<file path="src/rtl/core/isr_pkg.sv">
// Package for the indexed set with swap-remove.
// Holds the operation and status codes, field widths and the beat structs.
// No dependencies.
package isr_pkg;

    localparam int KEY_W    = 32;
    localparam int DRAW_W   = 16;
    localparam int POS_W    = 6;
    localparam int STEP_W   = $clog2(DRAW_W);
    localparam int CAPACITY_DEF = 64;

    typedef enum logic [1:0] {
        F_ADD    = 2'd0,
        F_REMOVE = 2'd1,
        F_SEARCH = 2'd2,
        F_PICK   = 2'd3
    } t_func;

    typedef enum logic [1:0] {
        ST_DONE   = 2'd0,
        ST_NOCHG  = 2'd1,
        ST_FULL   = 2'd2,
        ST_EMPTY  = 2'd3
    } t_status;

    typedef struct packed {
        t_func                     func;
        logic signed [KEY_W-1:0]   key;
        logic [DRAW_W-1:0]         random_draw;
    } t_isr_in;

    typedef struct packed {
        t_status                   status;
        logic                      found;
        logic [POS_W-1:0]          position;
        logic signed [KEY_W-1:0]   value;
    } t_isr_out;

endpackage

</file>
<file path="src/rtl/core/indexed_set_swap_remove_unit.sv">
// Top level of the indexed set with swap-remove.
// Depends on isr_pkg and isr_ram.
//
// A command beat is taken at a rising edge where start is high and busy is low.
// Each command gives exactly one result beat, shown on o_out and marked by o_done
// for one cycle; the receiver cannot stall it, so it must take it then.
// Keys live in one RAM with a registered read, packed in slots
// below the entry count. Add, remove and search read the slots one per cycle
// and compare each with the key; a remove that hits a key below the last slot
// then moves the last key into the freed slot. A random pick reduces the draw
// modulo the count in a one-bit-per-cycle restoring divider and then reads the
// slot. A pick on an empty store answers in the cycle after the command is
// taken. busy falls in the
// cycle in which the result is strobed, so the next command can be taken then.
// Reset clears the entry count and the control state; the RAM is not cleared,
// since only slots below the count are ever read.
module indexed_set_swap_remove_unit
    import isr_pkg::*;
#(
    parameter int CAPACITY = CAPACITY_DEF
) (
    input  logic     i_clk,
    input  logic     i_rst_n,
    input  logic     start,
    output logic     busy,
    input  t_isr_in  i_in,
    output logic     o_done,
    output t_isr_out o_out
);

    localparam int IW = $clog2(CAPACITY);
    localparam int CW = $clog2(CAPACITY + 1);

    typedef enum logic [6:0] {
        S_IDLE = 7'b0000001,
        S_SCAN = 7'b0000010,
        S_MVRD = 7'b0000100,
        S_MVWR = 7'b0001000,
        S_DIV  = 7'b0010000,
        S_PRD  = 7'b0100000,
        S_PRSP = 7'b1000000
    } t_state;

    t_state              r_state, n_state;
    logic [CW-1:0]       r_count, n_count;
    logic                r_done,  n_done;
    logic [CW-1:0]       r_idx,   n_idx;
    logic                r_pend,  n_pend;
    logic [IW-1:0]       r_pos,   n_pos;
    logic [CW-1:0]       r_rem,   n_rem;
    logic [STEP_W-1:0]   r_step,  n_step;
    t_func               r_func,  n_func;
    logic [KEY_W-1:0]    r_key,   n_key;
    logic [DRAW_W-1:0]   r_draw,  n_draw;
    t_isr_out            r_out,   n_out;

    logic                we;
    logic [IW-1:0]       waddr;
    logic [KEY_W-1:0]    wdata;
    logic [IW-1:0]       raddr;
    logic [KEY_W-1:0]    rd_data;
    logic                hit;
    logic                issue;
    logic [IW-1:0]       last;
    logic [CW:0]         rem_sh;

    function automatic t_isr_out make_out(t_status st, logic fnd, logic [IW-1:0] pos,
                                          logic [KEY_W-1:0] val);
        t_isr_out o;
        o.status   = st;
        o.found    = fnd;
        o.position = POS_W'(pos);
        o.value    = val;
        return o;
    endfunction

    isr_ram #(
        .WIDTH (KEY_W),
        .DEPTH (CAPACITY)
    ) u_store (
        .i_clk   (i_clk),
        .i_we    (we),
        .i_waddr (waddr),
        .i_wdata (wdata),
        .i_raddr (raddr),
        .o_rdata (rd_data)
    );

    assign hit    = r_pend && (rd_data == r_key);
    assign issue  = r_idx < r_count;
    assign last   = IW'(r_count - 1'b1);
    assign rem_sh = {r_rem, r_draw[DRAW_W-1]};

    always_comb begin
        n_state = r_state;
        n_count = r_count;
        n_done  = 1'b0;
        n_idx   = r_idx;
        n_pend  = r_pend;
        n_pos   = r_pos;
        n_rem   = r_rem;
        n_step  = r_step;
        n_func  = r_func;
        n_key   = r_key;
        n_draw  = r_draw;
        n_out   = r_out;
        we      = 1'b0;
        waddr   = r_count[IW-1:0];
        wdata   = r_key;
        raddr   = r_idx[IW-1:0];

        case (r_state)
            S_IDLE: begin
                if (start) begin
                    n_func = i_in.func;
                    n_key  = i_in.key;
                    n_draw = i_in.random_draw;
                    n_idx  = '0;
                    n_pend = 1'b0;
                    n_rem  = '0;
                    n_step = '0;
                    if (i_in.func == F_PICK) begin
                        if (r_count == '0) begin
                            n_done = 1'b1;
                            n_out  = make_out(ST_EMPTY, 1'b0, '0, '0);
                        end else begin
                            n_state = S_DIV;
                        end
                    end else begin
                        n_state = S_SCAN;
                    end
                end
            end
            S_SCAN: begin
                if (hit) begin
                    case (r_func)
                        F_ADD: begin
                            n_done  = 1'b1;
                            n_out   = make_out(ST_NOCHG, 1'b1, r_pos, '0);
                            n_state = S_IDLE;
                        end
                        F_REMOVE: begin
                            if (r_pos == last) begin
                                n_count = r_count - 1'b1;
                                n_done  = 1'b1;
                                n_out   = make_out(ST_DONE, 1'b1, r_pos, '0);
                                n_state = S_IDLE;
                            end else begin
                                n_state = S_MVRD;
                            end
                        end
                        default: begin
                            n_done  = 1'b1;
                            n_out   = make_out(ST_DONE, 1'b1, r_pos, '0);
                            n_state = S_IDLE;
                        end
                    endcase
                end else if (!issue) begin
                    n_done  = 1'b1;
                    n_state = S_IDLE;
                    if (r_func == F_ADD) begin
                        if (r_count == CW'(CAPACITY)) begin
                            n_out = make_out(ST_FULL, 1'b0, '0, '0);
                        end else begin
                            we      = 1'b1;
                            n_count = r_count + 1'b1;
                            n_out   = make_out(ST_DONE, 1'b0, '0, '0);
                        end
                    end else begin
                        n_out = make_out(ST_NOCHG, 1'b0, '0, '0);
                    end
                end else begin
                    n_pend = 1'b1;
                    n_pos  = r_idx[IW-1:0];
                    n_idx  = r_idx + 1'b1;
                end
            end
            S_MVRD: begin
                raddr   = last;
                n_state = S_MVWR;
            end
            S_MVWR: begin
                we      = 1'b1;
                waddr   = r_pos;
                wdata   = rd_data;
                n_count = r_count - 1'b1;
                n_done  = 1'b1;
                n_out   = make_out(ST_DONE, 1'b1, r_pos, '0);
                n_state = S_IDLE;
            end
            S_DIV: begin
                if (rem_sh >= {1'b0, r_count}) begin
                    n_rem = CW'(rem_sh - {1'b0, r_count});
                end else begin
                    n_rem = CW'(rem_sh);
                end
                n_draw = {r_draw[DRAW_W-2:0], 1'b0};
                n_step = r_step + 1'b1;
                if (r_step == STEP_W'(DRAW_W - 1)) begin
                    n_state = S_PRD;
                end
            end
            S_PRD: begin
                raddr   = r_rem[IW-1:0];
                n_state = S_PRSP;
            end
            S_PRSP: begin
                n_done  = 1'b1;
                n_out   = make_out(ST_DONE, 1'b1, r_rem[IW-1:0], rd_data);
                n_state = S_IDLE;
            end
            default: begin
                n_state = S_IDLE;
            end
        endcase
    end

    always_ff @(posedge i_clk) begin
        if (!i_rst_n) begin
            r_state <= S_IDLE;
            r_count <= '0;
            r_done  <= 1'b0;
            r_pend  <= 1'b0;
        end else begin
            r_state <= n_state;
            r_count <= n_count;
            r_done  <= n_done;
            r_pend  <= n_pend;
        end
    end

    always_ff @(posedge i_clk) begin
        r_idx  <= n_idx;
        r_pos  <= n_pos;
        r_rem  <= n_rem;
        r_step <= n_step;
        r_func <= n_func;
        r_key  <= n_key;
        r_draw <= n_draw;
        r_out  <= n_out;
    end

    assign busy   = (r_state != S_IDLE);
    assign o_done = r_done;
    assign o_out  = r_out;

`ifndef SYNTHESIS
    a_done_after_busy: assert property (@(posedge i_clk) disable iff (!i_rst_n)
        o_done |-> $past(busy || start))
        else $error("result strobe without a command in progress");

    a_count_bound: assert property (@(posedge i_clk) disable iff (!i_rst_n)
        r_count <= CW'(CAPACITY))
        else $error("entry count above capacity");

    a_accept_busy: assert property (@(posedge i_clk) disable iff (!i_rst_n)
        (start && !busy && (i_in.func != F_PICK)) |=> busy)
        else $error("search command not started after acceptance");

    a_full_only_at_capacity: assert property (@(posedge i_clk) disable iff (!i_rst_n)
        (o_done && (o_out.status == ST_FULL)) |-> (r_count == CW'(CAPACITY)))
        else $error("store full reported below capacity");
`endif

endmodule

</file>
<file path="src/rtl/core/isr_ram.sv">
// Generic single-clock RAM with one write port and one registered read port.
// No dependencies.
module isr_ram #(
    parameter int WIDTH = 32,
    parameter int DEPTH = 64
) (
    input  logic                     i_clk,
    input  logic                     i_we,
    input  logic [$clog2(DEPTH)-1:0] i_waddr,
    input  logic [WIDTH-1:0]         i_wdata,
    input  logic [$clog2(DEPTH)-1:0] i_raddr,
    output logic [WIDTH-1:0]         o_rdata
);

    logic [WIDTH-1:0] mem [DEPTH];
    logic [WIDTH-1:0] r_rdata;

    always_ff @(posedge i_clk) begin
        if (i_we) begin
            mem[i_waddr] <= i_wdata;
        end
        r_rdata <= mem[i_raddr];
    end

    assign o_rdata = r_rdata;

endmodule
</file>
<file path="config.mk">
export PLATFORM = sky130hd
export DESIGN_NAME = indexed_set_swap_remove_unit
export DESIGN_NICKNAME = d
export VERILOG_FILES = /design/src/rtl/core/isr_pkg.sv /design/src/rtl/core/indexed_set_swap_remove_unit.sv /design/src/rtl/core/isr_ram.sv
export SDC_FILE = /design/constraint.sdc
export NUM_CORES = 2
export LEC_CHECK = 0
export ABC_AREA = 0
export BUFFER_PORTS_ARGS = -buffer_cell sky130_fd_sc_hd__buf_4
export CAP_MARGIN = 20
export CORE_ASPECT_RATIO = 1.25
export CORE_MARGIN = 4
export CORE_UTILIZATION = 50
export DETAILED_ROUTE_END_ITERATION = 12
export GPL_TIMING_DRIVEN = 0
export HOLD_SLACK_MARGIN = 0.15
export PLACE_DENSITY = 0.7
export SYNTH_ARGS = -nofsm -noshare
export SYNTH_HDL_FRONTEND = slang
export SYNTH_SLANG_ARGS = --single-unit
</file>
<file path="constraint.sdc">
create_clock -name i_clk -period 4 [get_ports i_clk]
set_input_delay 1.2 -clock i_clk [delete_from_list [all_inputs] [get_ports i_clk]]
set_output_delay 1.2 -clock i_clk [all_outputs]
set_load 0.05 [all_outputs]
</file>
==> results.yml <==
worst_setup_path:
  worstPathCellList: "buf_6, or3_1, buf_6, o31ai_4, and2_4, buf_6, buf_16, buf_12, buf_12, mux4_2, nand2_1, nand2_1, nor4_4, a211oi_2"
  start_kind: "flop"
  critPathTopFamily: "simple AND/OR/NAND/NOR gates"
  end_kind: "flop"
  critical_path_cell_count: 14
  rr_worst_depth: 14
  worst-path-buf-inv: 6
  crit_fanout: 10
  required_ns: 4.70
  cpMostUsedCell: "buf_6"
  crit_path_max_incr_delay_ns: 0.65
  worst-setup-path-type: "reg2reg"
  cp_slowest_cell: "nor4_4"
  arrival_ns: 4.81
outcome:
  status: "complete, but fails checks"
  failed_checks: "setup timing"
global_route:
  grt_pass1_wl_mm: 374
  grt_max_degree: 65
  grt_pass1_vias: 48642
  track_usage_pct: 30.1
  globalRouteMet2Util_pct: 47.0
  grt_overflow_total: 0
  antenna_found_initial: 16
  grtUsageMet3_pct: 9.21
  met1_usage_pct: 36.7
  grt_busiest_layer: "met2"
sta:
  setup_violations: 9
  hold_violations: 0
  min_period_ns: 4.10
  finalWorstSetupSlack_ns: -0.105
  maxSlewHeadroom_pct: 20.7
  tightest_slew_ns: 1.18
  fmaxAchievable_mhz: 244
  skew_ns: 0.0401
  rsz0062_at_grt: "true"
  tns_ns: -0.331
  fin_crit_sh_pct: 103
  slew_viol_final: 0
finish:
  nets: 5115
  fin_util_pct: 59.6
  drive_above_1_share_pct: 30.1
  area_growth_pct: 18.7
  final_cell_area_um2: 102000
  final_cells: 7464
routing:
  num_vias: 49818
  first_pass_iters: 8
  antenna_left: 0
  first_iter_violations: 7997
  wl_per_cell_um: 36.2
  drc: 0
  via_per_inst: 6.67
  finalWirelength_mm: 270
clocking:
  ctsHoldBuffers: 0
  cts.sinks: 2211
  cts_inserted_buffers: 200
  insertion_delay_ns: 0.89
  clkSlewWorstSetupHoldPaths_ns: 0.07
  cts_max_path_buffers: 3
  root_buffer: "clkbuf_16"
  htreeDepth: 4
  cts_tree: "done"
pwr:
  ir_worst_vdd_v: 0.000563
  power_density_nw_per_um2: 691
  finalPower_mw: 70.6
  total_leakage_power_nw: 33.2
yosys:
  synth_seq_cells: 2211
  yosysWarnings: 0
  yosysTopAreaCell: "edfxtp_1"
  synthDistinctLibCells: 76
  ys.flop_type: "edfxtp_1"
  synthArstFlopShare_pct: 0
  synth_edf_count: 2163
  yosysMostFrequentCell: "edfxtp_1"
  synth_common_cells: "2163 x edfxtp_1, 436 x nand2_1, 408 x mux4_2, 120 x a21oi_1, 118 x clkbuf_1"
  synth_top_area_share_pct: 75.5
  syn_nets: 4544
  synth_area_leaders: "edfxtp_1 75%, mux4_2 11%, nand2_1 1.9%"
  syn-cell-area_um2: 86100
  postSynthCellCount: 4471
  avgSynthCellArea_um2: 19.3
  ys_seq_area_share_pct: 76.6
placed_design:
  dp_hpwl_mm: 174
  dp.cells: 6909
  place_congestion: 0.974
  postPlaceCellArea_um2: 92300
  portBuffers: 95
floorplanning:
  die-area_um2: 179000
  core_area_um2: 171000
  num_io_pins: 96
  fp-row-count: 170
  initial_utilization_pct: 50.2
  die_w_um: 379
  die_h_um: 472
hold_path:
  holdPathStages: 1
  hp-class: "in2reg"
job:
  maxCapViolations: 0
## worst reg2reg max path: stages (launching register included)
cell and delay (ns):
dfxtp_1 0.31, buf_6 0.13, or3_1 0.39, buf_6 0.17
o31ai_4 0.30, and2_4 0.24, buf_6 0.16, buf_16 0.18
buf_12 0.23, buf_12 0.20, mux4_2 0.51, nand2_1 0.19
nand2_1 0.14, nor4_4 0.65, a211oi_2 0.15
## cell type report
cell class                 count  area (µm²)
clock inverter               133        1310
inverter                      17        71.3
multi-input combinational   1990       20500
sequential                  2211       65900
timing repair buffer         372        4350
fill                       11906       69200
buffer                       250        1940
antenna                       10        25.0
clock buffer                 245        5330
tap                         2236        2800
## stage by stage
stage | setup WS [ns] | hold slack (ns)
floorplan | -0.237 | 0.493
global placement | -3.67 | 0.530
detailed placement | -2.49 | 0.538
CTS | -0.0336 | 0.478
global route | -0.102 | 0.486
finish | -0.105 | 0.510
## logic make-up (layout without fill, tap and decap cells)
kind of cell	count (synthesis)	in the layout	synth area share, %
AO/OA/AOI/OAI	570	570	4.84
XOR/XNOR	51	51	0.519
adder cells (fa/ha/maj)	20	20	0.299
buffers and inverters	270	1017	1.65
flip-flops	2211	2211	76.6
multiplexers	478	478	11.5
other	0	10	0
AND/OR/NAND/NOR	871	871	4.61
## metal layers
| layer | vias to the layer above | share of wire [%] | wire length, µm |
|---|---|---|---|
| met4 | 12 | 8.2 | 22100 |
| met1 | 25422 | 33 | 88800 |
| met5 | - | 0.030 | 80 |
| met3 | 985 | 12 | 33100 |
| met2 | 3892 | 47 | 126000 |
| li1 | 19507 | - | - |
## cell usage in the layout (no fill, tap or decap), drive strengths merged, types with 20 or more instances in the layout
cell	synthesis	routed
a221oi	25	25
mux2i	49	49
xor2	31	31
a22oi	117	117
buf	135	494
mux2	21	21
nor2	116	116
dfxtp	48	48
clkbuf	118	372
o22ai	28	28
a211oi	47	47
o211a	24	24
and2	39	39
edfxtp	2163	2163
o21ai	34	34
a311o	22	22
xnor2	20	20
nand3	75	75
mux4	408	408
a22o	55	55
nand2	436	436
a31oi	28	28
clkinv	0	93
nor4	20	20
inv	17	27
nor3	67	67
and3	56	56
a21oi	120	120
## what timing repair did
action | 4_1_cts | 5_1_grt
endpoints found under the setup margin | 2080 | 1796
gates cloned | 1 | 1
pin swaps | 75 | 18
resized for setup | 359 | 154
setup buffers | 146 | 18
endpoints found under the hold margin | 0 | 0
## flip-flops by register name, summed over array words and instances (netlist names)
signal / cells
o_done: 1
o_out: 41
r_count: 7
r_draw: 16
r_func: 2
r_idx: 7
r_key: 32
r_pend: 1
r_pos: 6
r_rem: 7
r_state: 7
r_step: 4
u_store.mem: 2048
u_store.o_rdata: 32
## final timing paths
check,from,to,slack [ns]
hold reg to reg,r_draw[6],r_draw[7],0.55
setup / recovery,r_state[3],u_store.o_rdata[11],-0.10
hold / removal,i_in[27],r_key[11],0.51
setup reg to reg,r_state[3],u_store.o_rdata[11],-0.10
## power breakdown
part	internal [mW]	switching, mW	total, mW
clock	10.8	8.66	19.4
sequential	27.7	0.569	28.3
combinational	7.71	15.2	22.9
total	46.2	24.4	70.6
Note: power is estimated with default switching activity, not from simulation.
